**config.mk**
```make
export PLATFORM = sky130hd
export DESIGN_NAME = gwps_ctrl
export DESIGN_NICKNAME = d
export VERILOG_FILES = /design/src/sv/gwps_pkg.sv /design/src/sv/gwps_ctrl.sv
export SDC_FILE = /design/constraint.sdc
export NUM_CORES = 1
export LEC_CHECK = 0
export BUFFER_PORTS_ARGS = -buffer_cell sky130_fd_sc_hd__buf_2
export CELL_PAD_IN_SITES_DETAIL_PLACEMENT = 1
export CELL_PAD_IN_SITES_GLOBAL_PLACEMENT = 2
export CORE_AREA = 5 5 42 44
export CTS_CLUSTER_SIZE = 8
export DETAILED_ROUTE_END_ITERATION = 10
export DIE_AREA = 0 0 47 49
export GPL_TIMING_DRIVEN = 0
export PLACE_DENSITY_LB_ADDON = 0.1
export SYNTH_ARGS = -nofsm -noshare
export SYNTH_HDL_FRONTEND = slang
export SYNTH_SLANG_ARGS = --single-unit
```
**constraint.sdc**
```tcl
create_clock -name clk -period 2.2 [get_ports clk]
set_clock_uncertainty 0.15 [all_clocks]
set_input_delay 0.44 -clock clk [delete_from_list [all_inputs] [get_ports clk]]
set_output_delay 0.44 -clock clk [all_outputs]
set_load 0.05 [all_outputs]
```
**src/sv/gwps_pkg.sv**
```systemverilog
package gwps_pkg;

  localparam int unsigned MAX_HISTORY_DEF = 16;
  localparam int unsigned COORD_BITS_DEF  = 16;
  localparam int unsigned DEPTH_BITS      = 4;
  localparam int unsigned WEIGHT_BITS     = 17;
  localparam int unsigned FRAC_BITS       = 16;

  typedef enum logic [2:0] {
    ST_IDLE,
    ST_READ,
    ST_MUL,
    ST_ACC,
    ST_DONE
  } gwps_state_t;

  typedef struct packed {
    logic start;
    logic rd;
    logic mul;
    logic acc;
    logic load;
  } gwps_cmd_t;

  typedef struct packed {
    logic rd_more;
    logic mac_done;
    logic out_free;
  } gwps_sts_t;

  // shift-subtract divide, elaboration only
  function automatic logic [63:0] udiv(input logic [63:0] num, input logic [63:0] den);
    logic [63:0] q;
    logic [63:0] r;
    q = '0;
    r = '0;
    for (int b = 63; b >= 0; b--) begin
      r = {r[62:0], num[b]};
      if (r >= den) begin
        r    = r - den;
        q[b] = 1'b1;
      end
    end
    return q;
  endfunction

  // exp(-8 i^2 / n^2) as Q0.16
  function automatic logic [63:0] raw_weight(input logic [63:0] i, input logic [63:0] n);
    logic [63:0] y;
    logic [63:0] h;
    y = udiv((i * i) << 26, n * n);
    h = 64'd1 << 31;
    for (int k = 6; k >= 1; k--) begin
      h = (64'd1 << 31) - udiv((y * h) >> 31, 64'(k));
    end
    for (int s = 0; s < 8; s++) begin
      h = (h * h + (64'd1 << 30)) >> 31;
    end
    return (h + (64'd1 << 14)) >> 15;
  endfunction

  function automatic logic [WEIGHT_BITS-1:0] gauss_weight(input int unsigned n,
                                                          input int unsigned i);
    logic [63:0] sum;
    logic [63:0] w;
    sum = '0;
    for (int unsigned j = 0; j < n; j++) begin
      sum = sum + raw_weight(64'(j), 64'(n));
    end
    if (i >= n || sum == 64'd0) begin
      w = '0;
    end else begin
      w = udiv((raw_weight(64'(i), 64'(n)) << 16) + (sum >> 1), sum);
    end
    return w[WEIGHT_BITS-1:0];
  endfunction

endpackage

```
**src/sv/gwps_ctrl.sv**
```systemverilog
module gwps_ctrl import gwps_pkg::*; (
  input  logic      clk,
  input  logic      rst_n,
  input  logic      in_valid,
  output logic      in_ready,
  input  gwps_sts_t sts,
  output gwps_cmd_t cmd
);

  gwps_state_t state_r;
  gwps_state_t state_nxt;

  always_ff @(posedge clk) begin
    if (!rst_n) begin
      state_r <= ST_IDLE;
    end else begin
      state_r <= state_nxt;
    end
  end

  always_comb begin
    state_nxt = state_r;
    unique case (state_r)
      ST_IDLE: begin
        if (in_valid) state_nxt = ST_READ;
      end
      ST_READ: state_nxt = ST_MUL;
      ST_MUL:  state_nxt = ST_ACC;
      ST_ACC: begin
        state_nxt = sts.mac_done ? ST_DONE : ST_MUL;
      end
      ST_DONE: begin
        if (sts.out_free) state_nxt = ST_IDLE;
      end
      default: state_nxt = ST_IDLE;
    endcase
  end

  always_comb begin
    cmd      = '0;
    in_ready = 1'b0;
    unique case (state_r)
      ST_IDLE: begin
        in_ready  = 1'b1;
        cmd.start = in_valid;
      end
      ST_READ: cmd.rd = 1'b1;
      ST_MUL: begin
        cmd.mul = 1'b1;
        cmd.rd  = sts.rd_more;
      end
      ST_ACC:  cmd.acc = 1'b1;
      ST_DONE: cmd.load = sts.out_free;
      default: cmd = '0;
    endcase
  end

endmodule

```
==> impl_results.md <==
* GP Congestion at 0.682
* Reg clk slew, reported paths at 0.04 ns
* CTS root buffer: clkbuf_4
* H-tree Lvls at 1
* Cell count after placement at 48
* Fillers at 176
* Top-area cell type share of the netlist area at 0.329
* Largest net degree at the start of global routing at 11
* Synth warn at 0
* Register area at 60.1 um^2
* DR iter-0 viols at 0
* Sequential area share after synthesis at 0.329
* Starting Density at 0.130
* CTS sink count at 3
* Row count at 14
* Final core utilization at 0.214
* Critical Path RT at 1.61 ns
* Worst setup EP type: primary output
* Pwr per Cell Area at 763 mW/mm^2
* Core Region at 0.00140 mm^2
* Hold WC Path Type: in2reg
* Most frequent cells in the layout: buf_2 (11), clkbuf_1 (3), clkbuf_4 (3), dfxtp_1 (3)
* Unique masters post-synth at 17
* Fin nets at 43
* Endpoints failing hold at 0
* Final Critical Period at 2.03 ns
* Crit path largest cell delay at 0.38 ns
* Seq cells post-synth at 3
* Synthesized net count at 27
* Vias in the first global route at 249
* CTS tree: built
* Ant diodes at 0
* Max FFs per register at 3
* Leakage dissipation at 0.128 nW
* Antenna violations before repair at 0
* Mapped cell area at 183 um^2
* CTS Hold Bufs at 0
* Worst Path Max Fanout at 10
* Final Cell Area at 300 um^2
* Tot Pwr at 0.000229 W
* Startpoint types: flop
* Worst slew margin at 0.688
* Most common cell in the netlist: dfxtp_1
* Post-synth EDFFs at 0
* Status: completed
* Most used DFF post-synth: dfxtp_1
* Worst VDD drop at 0.204 mV
* CP delay by family, top: buffers and inverters
* Slowest CP cell: clkbuf_1
* Final setup vio count at 0
* Tcrit/Tclk final at 0.924
* Die Y-Extent at 49 um
* RSZ-0062 raised after global routing: no
* Area contributors post-synth: dfxtp_1 (33%), and4bb_2 (6.8%), and3b_2 (5.5%), nor3_1 (5.5%), nor4bb_1 (5.5%)
* CP arrival at 1.44 ns
* GRT Total Usage at 0.0611
* Buf/Inv on CP at 2
* DR pass1 iterations at 1
* Antenna viol nets, final at 0
* Reg with most FFs: state_r
* Fin. max-slew vios at 0
* Area growth syn-to-layout at 64.4%
* Detailed placement HPWL at 455 um
* CTS Buf Count at 3
* Longest Clk Path Bufs at 2
* Post-cts sizing count at 0
* Post-Synthesis Cells at 21
* Post-CTS setup buffers at 0
* Drt total wl at 595 um
* Die width at 47 um
* Vias at 215
* Largest regs: state_r (3)
* Worst-Skew Late Latency at 0.23 ns
* Non-Filler Instances at 52
* Max Cap Viol at 0
* Synth Area per Inst at 8.70 um^2
* CP Class: reg2out
* Vias per inst at 4.13
* Largest area contributor in the netlist: dfxtp_1
* Grt ovf at 0
* Critical path, cell by cell: clkbuf_1, nand2b_1, a21oi_1, buf_2
* Post-place instance area at 274 um^2
* DR DRC count at 0
* Slew @ Worst Pin at 0.468 ns
* Post-synth top cells: dfxtp_1 (3), clkbuf_1 (2), nor3_1 (2)
* Max Freq at 492 MHz
* TNS Setup at 0 ns
* DR WL/cell at 11.4 um
* Multi-input logic area at 131 um^2
* Commonest non-fill, non-tap cell in the layout: buf_2
* IO Pins at 12
* Die area at 0.00230 mm^2
* I/O Buffers at 11
* First-pass GRT wire length at 1.01 mm
* Fraction of final layout cells sized beyond drive strength 1 at 0.528
* Async S/R FF share, synth at 0
## through the flow
stage,setup slack (ns),hold WS (ns)
6_report,0.166,0.335
5_1_grt,0.0268,0.338
4_1_cts,0.132,0.331
3_5_place_dp,0.384,0.381
3_3_place_gp,0.429,0.378
2_1_floorplan,-0.131,0.338
## per-layer routing
metal  share of wire  GRT usage  vias up  wire [um]
met5               0          0        -          0
met4               0     0.0415        0          0
met3           0.094     0.0221        0         56
met2            0.52     0.0950        8        309
met1            0.38     0.0655       99        229
li1                -          -      108          -
## final timing paths
path | startpoint | end | slack [ns] | cells after the start
max reg2reg | state_r[2] | state_r[2] | 0.86 | 2
min reg2reg | state_r[0] | state_r[2] | 0.39 | 2
min | rst_n | state_r[0] | 0.33 | 3
max | state_r[0] | cmd[3] | 0.17 | 4
## logic make-up after synthesis
group                  synth area share
AO/OA/AOI/OAI                    0.0959
buffers and inverters            0.0411
flip-flops                        0.329
AND/OR/NAND/NOR                   0.534
## power by group
part           switching [W]  total [W]  internal [W]
clock              0.0000268  0.0000947     0.0000679
sequential        0.00000187  0.0000602     0.0000583
combinational      0.0000528  0.0000742     0.0000214
## worst reg2reg max path, delay by kind of cell (launching register included)
family           cells  cell delay [ns]
AO/OA/AOI/OAI        1             0.15
flip-flops           1             0.48
AND/OR/NAND/NOR      1             0.48
## cell type report
type,count,area share
Sequential cell,3,0.200
Buffer,2,0.0250
Timing Repair Buffer,11,0.183
Clock buffer,4,0.0875
Multi-Input combinational cell,16,0.438
Tap cell,16,0.0667
No activity file was read; power rests on OpenSTA's default activity.
